File: src/design/pdbmc_pkg.sv
package pdbmc_pkg;

	localparam int PREAMBLE_BITS    = 64;
	localparam int CELLS_PER_RESULT = 16;

	localparam int PRE_CHUNKS     = (PREAMBLE_BITS + CELLS_PER_RESULT - 1) / CELLS_PER_RESULT;
	localparam int PRE_LAST_CELLS = PREAMBLE_BITS - (PRE_CHUNKS - 1) * CELLS_PER_RESULT;
	localparam int CHUNK_W        = (PRE_CHUNKS > 1) ? $clog2(PRE_CHUNKS) : 1;
	localparam logic CELLS_ODD    = 1'((CELLS_PER_RESULT % 2) == 1);

	localparam int MAX_CELLS   = 16;
	localparam int GROUP_CELLS = 5;
	localparam int NUM_OS_CODES = 4;

	localparam int FIFO_DEPTH = 2;
	localparam int FIFO_PTR_W = $clog2(FIFO_DEPTH);
	localparam int FIFO_CNT_W = $clog2(FIFO_DEPTH + 1);

	localparam logic [4:0] K_SYNC1 = 5'h18;
	localparam logic [4:0] K_SYNC2 = 5'h11;
	localparam logic [4:0] K_RST1  = 5'h07;
	localparam logic [4:0] K_RST2  = 5'h19;
	localparam logic [4:0] K_SYNC3 = 5'h06;
	localparam logic [4:0] K_EOP   = 5'h0D;
	localparam logic [4:0] DATA_0  = 5'h1E;

	localparam logic [7:0] TGT_LIMIT = 8'd8;

	localparam logic [4:0] ENC_4B5B [16] = '{
		5'h1E, 5'h09, 5'h14, 5'h15, 5'h0A, 5'h0B, 5'h0E, 5'h0F,
		5'h12, 5'h13, 5'h16, 5'h17, 5'h1A, 5'h1B, 5'h1C, 5'h1D
	};

	typedef struct packed {
		logic [7:0] frame_byte;
		logic       frame_last;
	} in_item_t;

	typedef struct packed {
		logic [31:0] half_levels;
		logic [4:0]  cell_count;
		logic        long_cell;
		logic        frame_end;
		logic        run_last;
	} out_item_t;

	// one classified byte: target (ordered set) or payload (two data groups)
	typedef struct packed {
		logic                          is_target;
		logic                          last;
		logic [NUM_OS_CODES-1:0][4:0] codes;
	} cmd_t;

	typedef enum logic [1:0] {
		PH_PRE,
		PH_GRP,
		PH_EOP,
		PH_LONG
	} phase_t;

	function automatic logic [NUM_OS_CODES-1:0][4:0] os_codes(input logic [2:0] tgt);
		logic [NUM_OS_CODES-1:0][4:0] c;
		unique case (tgt)
			3'd1:    c = {K_SYNC2, K_SYNC1, K_SYNC1, K_SYNC1};
			3'd2:    c = {K_SYNC3, K_SYNC3, K_SYNC1, K_SYNC1};
			3'd3:    c = {K_SYNC3, K_SYNC1, K_SYNC3, K_SYNC1};
			3'd4:    c = {K_SYNC3, K_RST2, K_RST2, K_SYNC1};
			3'd5:    c = {K_SYNC2, K_SYNC3, K_RST2, K_SYNC1};
			3'd6:    c = {K_RST2, K_RST1, K_RST1, K_RST1};
			3'd7:    c = {K_SYNC3, K_RST1, K_SYNC1, K_RST1};
			default: c = {DATA_0, DATA_0, DATA_0, DATA_0};
		endcase
		return c;
	endfunction

	// BMC: cell opens at the line level, a one flips at mid-cell, every cell
	// closes with a flip. Cells at or above n stay zero.
	function automatic logic [32:0] bmc_encode(input logic lv, input logic [MAX_CELLS-1:0] bits,
			input logic [4:0] n);
		logic [31:0] lvls;
		logic        l;
		lvls = '0;
		l    = lv;
		for (int j = 0; j < MAX_CELLS; j++) begin
			if (5'(j) < n) begin
				lvls[2*j] = l;
				if (!bits[j])
					l = ~l;
				lvls[2*j+1] = ~l;
			end
		end
		return {l, lvls};
	endfunction

endpackage

File: src/design/pdbmc_front.sv
module pdbmc_front import pdbmc_pkg::*; (
	input  logic     clk,
	input  logic     arst_n,
	input  logic     in_valid,
	output logic     in_ready,
	input  in_item_t in_data,
	output logic     push,
	output cmd_t     cmd,
	input  logic     fifo_ready
);

	logic at_start_q;

	assign in_ready = fifo_ready;
	assign push     = in_valid & fifo_ready;

	always_comb begin
		cmd.is_target = at_start_q;
		cmd.last      = in_data.frame_last;
		if (at_start_q) begin
			// unknown targets fall back to four data-zero groups
			if (in_data.frame_byte < TGT_LIMIT)
				cmd.codes = os_codes(in_data.frame_byte[2:0]);
			else
				cmd.codes = os_codes(3'd0);
		end else begin
			cmd.codes = {5'd0, 5'd0, ENC_4B5B[in_data.frame_byte[7:4]],
				ENC_4B5B[in_data.frame_byte[3:0]]};
		end
	end

	always_ff @(posedge clk or negedge arst_n) begin
		if (!arst_n)
			at_start_q <= 1'b1;
		else if (push)
			at_start_q <= in_data.frame_last;
	end

endmodule

File: src/design/pdbmc_cmd_fifo.sv
module pdbmc_cmd_fifo import pdbmc_pkg::*; (
	input  logic clk,
	input  logic arst_n,
	input  logic push,
	input  cmd_t push_cmd,
	output logic ready,
	output logic cmd_valid,
	output cmd_t cmd,
	input  logic pop
);

	cmd_t                  mem_q [FIFO_DEPTH];
	logic [FIFO_PTR_W-1:0] wr_ptr_q;
	logic [FIFO_PTR_W-1:0] rd_ptr_q;
	logic [FIFO_CNT_W-1:0] count_q;

	assign ready     = count_q != FIFO_CNT_W'(FIFO_DEPTH);
	assign cmd_valid = count_q != '0;
	assign cmd       = mem_q[rd_ptr_q];

	always_ff @(posedge clk) begin
		if (push)
			mem_q[wr_ptr_q] <= push_cmd;
	end

	always_ff @(posedge clk or negedge arst_n) begin
		if (!arst_n) begin
			wr_ptr_q <= '0;
			rd_ptr_q <= '0;
			count_q  <= '0;
		end else begin
			if (push)
				wr_ptr_q <= (wr_ptr_q == FIFO_PTR_W'(FIFO_DEPTH - 1)) ? '0 : wr_ptr_q + 1'b1;
			if (pop)
				rd_ptr_q <= (rd_ptr_q == FIFO_PTR_W'(FIFO_DEPTH - 1)) ? '0 : rd_ptr_q + 1'b1;
			if (push && !pop)
				count_q <= count_q + 1'b1;
			else if (pop && !push)
				count_q <= count_q - 1'b1;
		end
	end

endmodule

File: src/design/pdbmc_back.sv
module pdbmc_back import pdbmc_pkg::*; (
	input  logic      clk,
	input  logic      arst_n,
	input  logic      cmd_valid,
	input  cmd_t      cmd,
	output logic      pop,
	output logic      out_valid,
	input  logic      out_ready,
	output out_item_t out_data
);

	localparam logic [CHUNK_W-1:0] LAST_CHUNK = CHUNK_W'(PRE_CHUNKS - 1);

	phase_t               phase_q, phase_d;
	logic                 busy_q, busy_d;
	logic [CHUNK_W-1:0]   chunk_q, chunk_d;
	logic [1:0]           grp_q, grp_d;
	logic                 lv_q, lv_d;
	cmd_t                 cmd_q, cmd_d;
	logic                 out_valid_q;
	out_item_t            out_q;

	logic                 advance;
	logic                 emit;
	logic                 final_res;
	logic [MAX_CELLS-1:0] bits;
	logic [MAX_CELLS-1:0] pre_bits;
	logic [4:0]           ncells;
	logic                 is_long;
	logic [32:0]          enc;
	logic [1:0]           last_grp;

	assign advance   = !out_valid_q || out_ready;
	assign emit      = busy_q && advance;
	assign out_valid = out_valid_q;
	assign out_data  = out_q;
	assign last_grp  = cmd_q.is_target ? 2'd3 : 2'd1;

	always_comb begin
		for (int j = 0; j < MAX_CELLS; j++)
			pre_bits[j] = ((j % 2) == 1) ^ (chunk_q[0] & CELLS_ODD);
	end

	always_comb begin
		phase_d   = phase_q;
		chunk_d   = chunk_q;
		grp_d     = grp_q;
		bits      = '0;
		ncells    = 5'(GROUP_CELLS);
		is_long   = 1'b0;
		final_res = 1'b0;
		unique case (phase_q)
			PH_PRE: begin
				bits = pre_bits;
				if (chunk_q == LAST_CHUNK) begin
					ncells  = 5'(PRE_LAST_CELLS);
					phase_d = PH_GRP;
					grp_d   = '0;
				end else begin
					ncells  = 5'(CELLS_PER_RESULT);
					chunk_d = chunk_q + 1'b1;
				end
			end
			PH_GRP: begin
				bits = MAX_CELLS'(cmd_q.codes[grp_q]);
				grp_d = grp_q + 1'b1;
				if (grp_q == last_grp) begin
					if (cmd_q.last)
						phase_d = PH_EOP;
					else
						final_res = 1'b1;
				end
			end
			PH_EOP: begin
				bits    = MAX_CELLS'(K_EOP);
				phase_d = PH_LONG;
			end
			PH_LONG: begin
				ncells    = 5'd1;
				is_long   = 1'b1;
				final_res = 1'b1;
			end
			default: ;
		endcase
		enc = bmc_encode(lv_q, bits, ncells);

		if (!emit) begin
			phase_d = phase_q;
			chunk_d = chunk_q;
			grp_d   = grp_q;
		end
		lv_d   = emit ? enc[32] : lv_q;
		busy_d = busy_q && !(emit && final_res);
		cmd_d  = cmd_q;
		pop    = cmd_valid && (!busy_q || (emit && final_res));
		if (pop) begin
			cmd_d   = cmd;
			busy_d  = 1'b1;
			phase_d = cmd.is_target ? PH_PRE : PH_GRP;
			chunk_d = '0;
			grp_d   = '0;
			if (cmd.is_target)
				lv_d = 1'b1;
		end
	end

	always_ff @(posedge clk or negedge arst_n) begin
		if (!arst_n) begin
			phase_q     <= PH_PRE;
			busy_q      <= 1'b0;
			chunk_q     <= '0;
			grp_q       <= '0;
			lv_q        <= 1'b1;
			out_valid_q <= 1'b0;
		end else begin
			phase_q <= phase_d;
			busy_q  <= busy_d;
			chunk_q <= chunk_d;
			grp_q   <= grp_d;
			lv_q    <= lv_d;
			if (advance)
				out_valid_q <= busy_q;
		end
	end

	always_ff @(posedge clk) begin
		cmd_q <= cmd_d;
		if (emit) begin
			out_q.half_levels <= enc[31:0];
			out_q.cell_count  <= ncells;
			out_q.long_cell   <= is_long;
			out_q.frame_end   <= is_long;
			out_q.run_last    <= final_res;
		end
	end

endmodule

File: src/design/pd_bmc_frame_transmitter.sv
// BMC frame transmitter with 4b5b line coding.
// Input channel (in_valid/in_ready/in_data): one frame byte per transfer; the
// first byte of a frame is the target code, frame_last flags the last byte.
// Output channel (out_valid/out_ready/out_data): chunks of BMC bit cells as
// packed half-period levels, up to 16 cells per transfer.
// A target byte yields the preamble in chunks (4 at default sizes) and four
// ordered-set groups; a payload byte yields two code groups; a flagged byte
// adds the EOP group and a single long cell (long_cell and frame_end set).
// run_last marks the last result of each byte.
// A byte is written into the command queue, popped into the sequencer's
// command register; its first result is then held in the output register.
// The sequencer gives one result per cycle while the receiver takes them;
// a two-entry command queue lets the byte classifier run ahead of it.
// Reset puts the line level high and expects a target byte next.
// When the receiver stalls the output register holds; the queue fills, then
// in_ready drops until results move again.
module pd_bmc_frame_transmitter import pdbmc_pkg::*; (
	input  logic      clk,
	input  logic      arst_n,
	input  logic      in_valid,
	output logic      in_ready,
	input  in_item_t  in_data,
	output logic      out_valid,
	input  logic      out_ready,
	output out_item_t out_data
);

	logic push;
	cmd_t push_cmd;
	logic fifo_ready;
	logic cmd_valid;
	cmd_t cmd;
	logic pop;

	pdbmc_front u_front (
		.clk        (clk),
		.arst_n     (arst_n),
		.in_valid   (in_valid),
		.in_ready   (in_ready),
		.in_data    (in_data),
		.push       (push),
		.cmd        (push_cmd),
		.fifo_ready (fifo_ready)
	);

	pdbmc_cmd_fifo u_fifo (
		.clk       (clk),
		.arst_n    (arst_n),
		.push      (push),
		.push_cmd  (push_cmd),
		.ready     (fifo_ready),
		.cmd_valid (cmd_valid),
		.cmd       (cmd),
		.pop       (pop)
	);

	pdbmc_back u_back (
		.clk       (clk),
		.arst_n    (arst_n),
		.cmd_valid (cmd_valid),
		.cmd       (cmd),
		.pop       (pop),
		.out_valid (out_valid),
		.out_ready (out_ready),
		.out_data  (out_data)
	);

`ifndef SYNTH
	a_long_is_end: assert property (@(posedge clk) disable iff (!arst_n)
		out_valid && out_data.long_cell |->
			out_data.frame_end && out_data.run_last && out_data.cell_count == 5'd1)
		else $error("long cell without frame end");

	a_end_is_long: assert property (@(posedge clk) disable iff (!arst_n)
		out_valid && out_data.frame_end |-> out_data.long_cell)
		else $error("frame end without long cell");

	a_cell_count: assert property (@(posedge clk) disable iff (!arst_n)
		out_valid |-> out_data.cell_count != 5'd0
			&& out_data.cell_count <= 5'(CELLS_PER_RESULT))
		else $error("cell count out of range");

	a_pop_valid: assert property (@(posedge clk) disable iff (!arst_n)
		pop |-> cmd_valid)
		else $error("command popped from empty queue");
`endif

endmodule

File: config.mk
export PLATFORM = sky130hd
export DESIGN_NAME = pd_bmc_frame_transmitter
export DESIGN_NICKNAME = d
export VERILOG_FILES = /design/src/design/pdbmc_pkg.sv /design/src/design/pdbmc_front.sv /design/src/design/pdbmc_cmd_fifo.sv /design/src/design/pdbmc_back.sv /design/src/design/pd_bmc_frame_transmitter.sv
export SDC_FILE = /design/constraint.sdc
export NUM_CORES = 1
export LEC_CHECK = 0
export BUFFER_PORTS_ARGS = -buffer_cell sky130_fd_sc_hd__buf_2
export CORE_UTILIZATION = 58
export DETAILED_ROUTE_END_ITERATION = 16
export GPL_ROUTABILITY_DRIVEN = 0
export PLACE_DENSITY = 0.8
export SLEW_MARGIN = 20
export SYNTH_ARGS = -nofsm -noshare
export SYNTH_HDL_FRONTEND = slang
export SYNTH_SLANG_ARGS = --single-unit
File: constraint.sdc
create_clock -name clk -period 3.35 [get_ports clk]
set_input_delay 0.1675 -clock clk [delete_from_list [all_inputs] [get_ports clk]]
set_output_delay 0.1675 -clock clk [all_outputs]
set_load 0.03 [all_outputs]
==> metrics.csv, run 1 <==
metric,value,unit
largest net degree at the start of global routing,29,
Vias/cell,5.28,
Non-Filler Instances,477,
status,finished clean,
fin nets,394,
R2R setup slack,210,ps
chip height,90.1,um
met2 wire length,3350,um
initial antenna violation count,0,
Setup CP Type,reg2reg,
slew of the pin with the lowest slew margin,915,ps
DR iter-0 viols,107,
clock tree buffer depth,2,
final worst setup slack,205,ps
first-pass GRT wire length,10700,um
# IOs,55,
drt first pass iters,4,
Max-Cap Viols,0,
share of cells above drive strength 1,0.275,
Setup Viol. Count Final,0,
IO buf count,52,
synth top area cells,"edfxtp_1 55%, dfrtp_1 6.7%, mux2_2 4.8%",
PostCTS Resize Cnt,0,
CP max FO,11,
area delta synth->final,10.1,%
die area,8110,um^2
clock transition at the registers of the reported paths,100,ps
sequential area share after synthesis,0.633,
Setup TNS Final,0,ps
Hold Fails Final Rpt,0,
Initial Utilization,0.610,
CTS H-tree lvls,3,
Post-synth EDFFs,83,
CORE AREA,7370,um^2
number of global-route vias before repair,2286,
total gr overflow,0,
DR WL met3,293,um
row count,31,
Synth top cells by count,"83 x edfxtp_1, 36 x nor2_1, 21 x nand2_1, 19 x mux2_2, 14 x buf_4",
Hold WC Path Type,in2reg,
n_diodes,0,
Placed Instances,459,
Wirelength per Cell,13.9,um
# Post-CTS Setup Buffers,0,
Critical Path Start Type,flip-flop,
top-count cell post-synth,edfxtp_1,
drc violations,0,
Place WS,191,ps
multi-input logic area,1420,um^2
worst path required time,3450,ps
root buffer cell,clkbuf_8,
"Clk Latency, worst-skew pair",360,ps
Post-CTS Hold Buffers,2,
Highest Signal Layer,met4,
TritonCTS clock tree,yes,
Yosys top cell area share,0.554,
cell area after synthesis,4500,um^2
Mapped Cells,331,
Seq. cell area,2850,um^2
Routed Antenna Nets,0,
TritonCTS Buffers,9,
Fill cells,538,
M1 WL,2890,um
Yosys cell types,57,
Chip Width,90.1,um
CP endpoint kind,flip-flop,
Tcrit/Tclk final,0.939,
Routed Wire Length,6650,um
vias after detailed routing,2518,
post-synthesis register bit count,97,
warnings from Yosys,0,
RSZ-0062 raised after global routing,false,
min Tclk post-route,3140,ps
Peak Freq,0.318,GHz
gr usage total,0.172,
Syn Area/Cell,13.6,um^2
Rel. slew slack,0.390,
Max Clock Skew,19.9,ps
Worst EP arrival,3240,ps
CTS Sinks,97,
Slew Limit Fails,0,
dpl hpwl,4520,um
top_reg_cell synth,edfxtp_1,
post-synth top area cell,edfxtp_1,
fraction of registers with async set/reset,0.144,
## stage by stage
| stage | area (um^2) | hold WS, ps | utilization |
|---|---|---|---|
| after floorplan | 4500 | -128 | - |
| after global placement | 4730 | 77.6 | 0.642 |
| after detailed placement | 4730 | 78.9 | 0.642 |
| after CTS | 4950 | 99.3 | 0.672 |
| after global routing | 4950 | 117 | 0.672 |
| final | 4950 | 114 | 0.672 |
## path summary, 6_finish.rpt
path                              startpoint                   to  cells after the start
max                        u_back.phase_q[1]  u_back.out_data[27]                      9
min                                 in_valid      u_fifo.wr_ptr_q                      3
max reg2reg                u_back.phase_q[1]  u_back.out_data[27]                      9
min reg2reg                  u_fifo.wr_ptr_q      u_fifo.wr_ptr_q                      1
max in group asynchronous             arst_n          u_back.lv_q                      2
min in group asynchronous             arst_n    u_fifo.count_q[1]                      2
## per-layer routing
metal,GRT usage,vias up
li1,-,1255
met3,0.0330,10
met4,0.0780,0
met5,0,-
met2,0.291,84
met1,0.216,1169
## flip-flops by register name, indices dropped and copies added, names as in the netlist, 2 cells and up
register	flops
u_back.out_data	26
u_fifo.count_q	2
u_back.grp_q	2
u_back.phase_q	2
u_back.cmd_q	19
u_back.chunk_q	2
u_fifo.mem_q	38
## cell families (layout without fill, tap and decap cells)
group,count (synthesis),after routing,share of synthesized area
flip-flops,97,97,0.633
XOR/XNOR,21,21,0.0484
other,1,2,0.000834
adder cells (fa/ha/maj),8,8,0.0223
multiplexers,31,31,0.0815
AND/OR/NAND/NOR,88,88,0.0943
AO/OA/AOI/OAI,44,44,0.0685
buffers and inverters,41,87,0.0515
## critical path, stage by stage, from the launching register on
cell      delay [ps]
dfrtp_1          470
inv_1            150
ha_1             190
or3b_4           390
o221ai_4         190
xnor3_2          490
nor2b_4          150
mux2i_2          180
xnor2_1          580
nor2_1            90
## placed cells by master (no fill, tap or decap), types with 2 or more instances in the layout
master / instances
a21oi_1: 11
a22oi_1: 2
and2_1: 9
buf_2: 52
buf_4: 3
clkbuf_8: 10
clkinv_1: 3
conb_1: 2
dfrtp_1: 12
dfstp_2: 2
dlygate4sd3_1: 2
edfxtp_1: 83
ha_1: 8
inv_1: 11
inv_6: 2
mux2_2: 19
mux2i_1: 9
nand2_1: 21
nand2b_1: 3
nand3_1: 2
nor2_1: 36
nor2b_1: 4
o211ai_1: 2
o21ai_0: 12
o221a_2: 2
o22ai_1: 2
o31a_1: 2
xnor2_1: 8
xor2_1: 11
## final cells by class
| type | count | share of cell area |
|---|---|---|
| sequential | 97 | 0.575 |
| multi-input combinational | 194 | 0.288 |
| timing repair buffer | 57 | 0.0612 |
| clock buffer | 11 | 0.0286 |
| tap | 99 | 0.0250 |
| clock inverter | 5 | 0.0124 |
| inverter | 14 | 0.0106 |
Power of run 1 is left out: the tool's default activity adds up to more than one toggle a clock period on the data nets, which glitch-free logic cannot reach.
==> run 2, diff against run 1 <==
Settings changed: PLACE_DENSITY 0.8 to 0.88.
==> run 2 against run 1 <==
Against the previous run: non-clock buffer count did not move; worst hold slack improved by 4.8 ps; utilization rose by 0.25 points; clock skew fell by 2.9 ps; count of clock-buffer cells in the layout did not move; highest routed layer unchanged.
==> metrics.csv, run 2 (synthesis results as in run 1) <==
metric,value,unit,change
area delta synth->final,10.5,%,
fin nets,394,,unchanged
Place WS,185,ps,-6.66 ps
die area,8110,um^2,unchanged
CP endpoint kind,flip-flop,,
Setup TNS Final,0,ps,unchanged
most frequent cells in the layout,"83 x edfxtp_1, 52 x buf_2, 36 x nor2_1",,
Critical Path Start Type,flip-flop,,
Hold Fails Final Rpt,0,,unchanged
CORE AREA,7370,um^2,unchanged
Vias/cell,5.42,,+2.6%
RSZ-0062 raised after global routing,false,,
number of global-route vias before repair,2440,,+6.7%
dpl hpwl,5050,um,+12%
CTS H-tree lvls,3,,unchanged
Fill cells,525,,-2.4%
"most common cell after layout, fill and taps aside",edfxtp_1,,
gr usage total,0.187,,+0.0150
clock tree buffer depth,2,,unchanged
row count,31,,unchanged
Setup Viol. Count Final,0,,unchanged
Rel. slew slack,0.387,,-0.00216
max reg flops,38,,unchanged
Max-Cap Viols,0,,unchanged
IO buf count,52,,unchanged
# IOs,55,,unchanged
biggest regs,"u_fifo.mem_q x38, u_back.out_data x26, u_back.cmd_q x19",,
status,finished clean,,
Wirelength per Cell,14.9,um,+6.6%
Worst EP arrival,3150,ps,-90 ps
Peak Freq,0.331,GHz,+4.1%
Tcrit/Tclk final,0.902,,-0.0371
CTS Sinks,97,,unchanged
vias after detailed routing,2584,,+2.6%
Setup CP Type,reg2reg,,
worst path required time,3480,ps,+30 ps
initial antenna violation count,0,,unchanged
Routed Wire Length,7090,um,+6.6%
chip height,90.1,um,unchanged
n_diodes,0,,unchanged
Max Clock Skew,17.0,ps,-2.94 ps
share of cells above drive strength 1,0.275,,unchanged
DR iter-0 viols,94,,-12%
drc violations,0,,unchanged
total gr overflow,0,,unchanged
R2R setup slack,330,ps,+120 ps
Top reg by flops,u_fifo.mem_q,,
CP max FO,11,,unchanged
Slew Limit Fails,0,,unchanged
slew of the pin with the lowest slew margin,918,ps,+3.24 ps
root buffer cell,clkbuf_8,,
TritonCTS clock tree,yes,,
Chip Width,90.1,um,unchanged
Initial Utilization,0.610,,unchanged
Non-Filler Instances,477,,unchanged
largest net degree at the start of global routing,29,,unchanged
Placed Instances,459,,unchanged
final worst setup slack,329,ps,+124 ps
TritonCTS Buffers,9,,unchanged
# Post-CTS Setup Buffers,0,,unchanged
drt first pass iters,5,,+1
min Tclk post-route,3020,ps,-124 ps
clock transition at the registers of the reported paths,90,ps,about the same
Routed Antenna Nets,0,,unchanged
"Clk Latency, worst-skew pair",370,ps,about the same
first-pass GRT wire length,11500,um,+7.0%
Hold WC Path Type,in2reg,,
[run 2: changes by cell type in the layout (fill, tap and decap cells not counted), sizes merged]
| cell | before | now |
|---|---|---|
| bufinv | 1 | 2 |
| clkinv | 5 | 6 |
| inv | 13 | 11 |
[run 2: layout make-up]
class,instances,area [um^2],area share
Multi-Input combinational cell,194,1430,0.288
Inverter,14,52.6,0.0106
Tap cell,99,124,0.0249
Timing Repair Buffer,57,303,0.0609
Clock inverter,5,82.6,0.0166
Sequential cell,97,2850,0.573
Clock buffer,11,131,0.0264
[run 2: stage by stage]
step / util / area (um^2) / hold slack [ps]
4_1_cts: 0.673 / 4960 / 93.5
6_report: 0.674 / 4970 / 119
3_3_place_gp: 0.642 / 4730 / 75.8
2_1_floorplan: - / 4500 / -128
3_5_place_dp: 0.642 / 4730 / 82.2
5_1_grt: 0.674 / 4970 / 107
[run 2: path summary, 6_finish.rpt]
kind | startpoint | to | depth (start not counted)
max | u_back.phase_q[1] | u_back.out_data[39] | 9
min | in_valid | u_fifo.wr_ptr_q | 3
max reg2reg | u_back.phase_q[1] | u_back.out_data[39] | 9
min reg2reg | u_fifo.wr_ptr_q | u_fifo.wr_ptr_q | 1
max in group asynchronous | arst_n | u_back.lv_q | 2
min in group asynchronous | arst_n | u_back.busy_q | 2
[run 2: worst max-delay path, cell delays in order, from the launching register on]
cell and delay [ps]:
dfrtp_1 480, inv_1 160, ha_1 210, or3b_4 400, o221ai_4 190, xnor3_2 490
nor2b_4 160, mux2i_2 280, xnor2_2 190, and2_1 220
[run 2: per-layer routing]
layer,wire [um],GRT usage
met3,372,0.0575
met1,2880,0.216
met2,3740,0.324
met4,110,0.0766
met5,0,0
[run 2: timing repair]
item | CTS | global route
gates resized for setup | 0 | 1
hold endpoints to repair | 16 | 0
hold buffers | 2 | 0
endpoints found under the setup margin | 0 | 11
Power of run 2 is left out for the same reason.
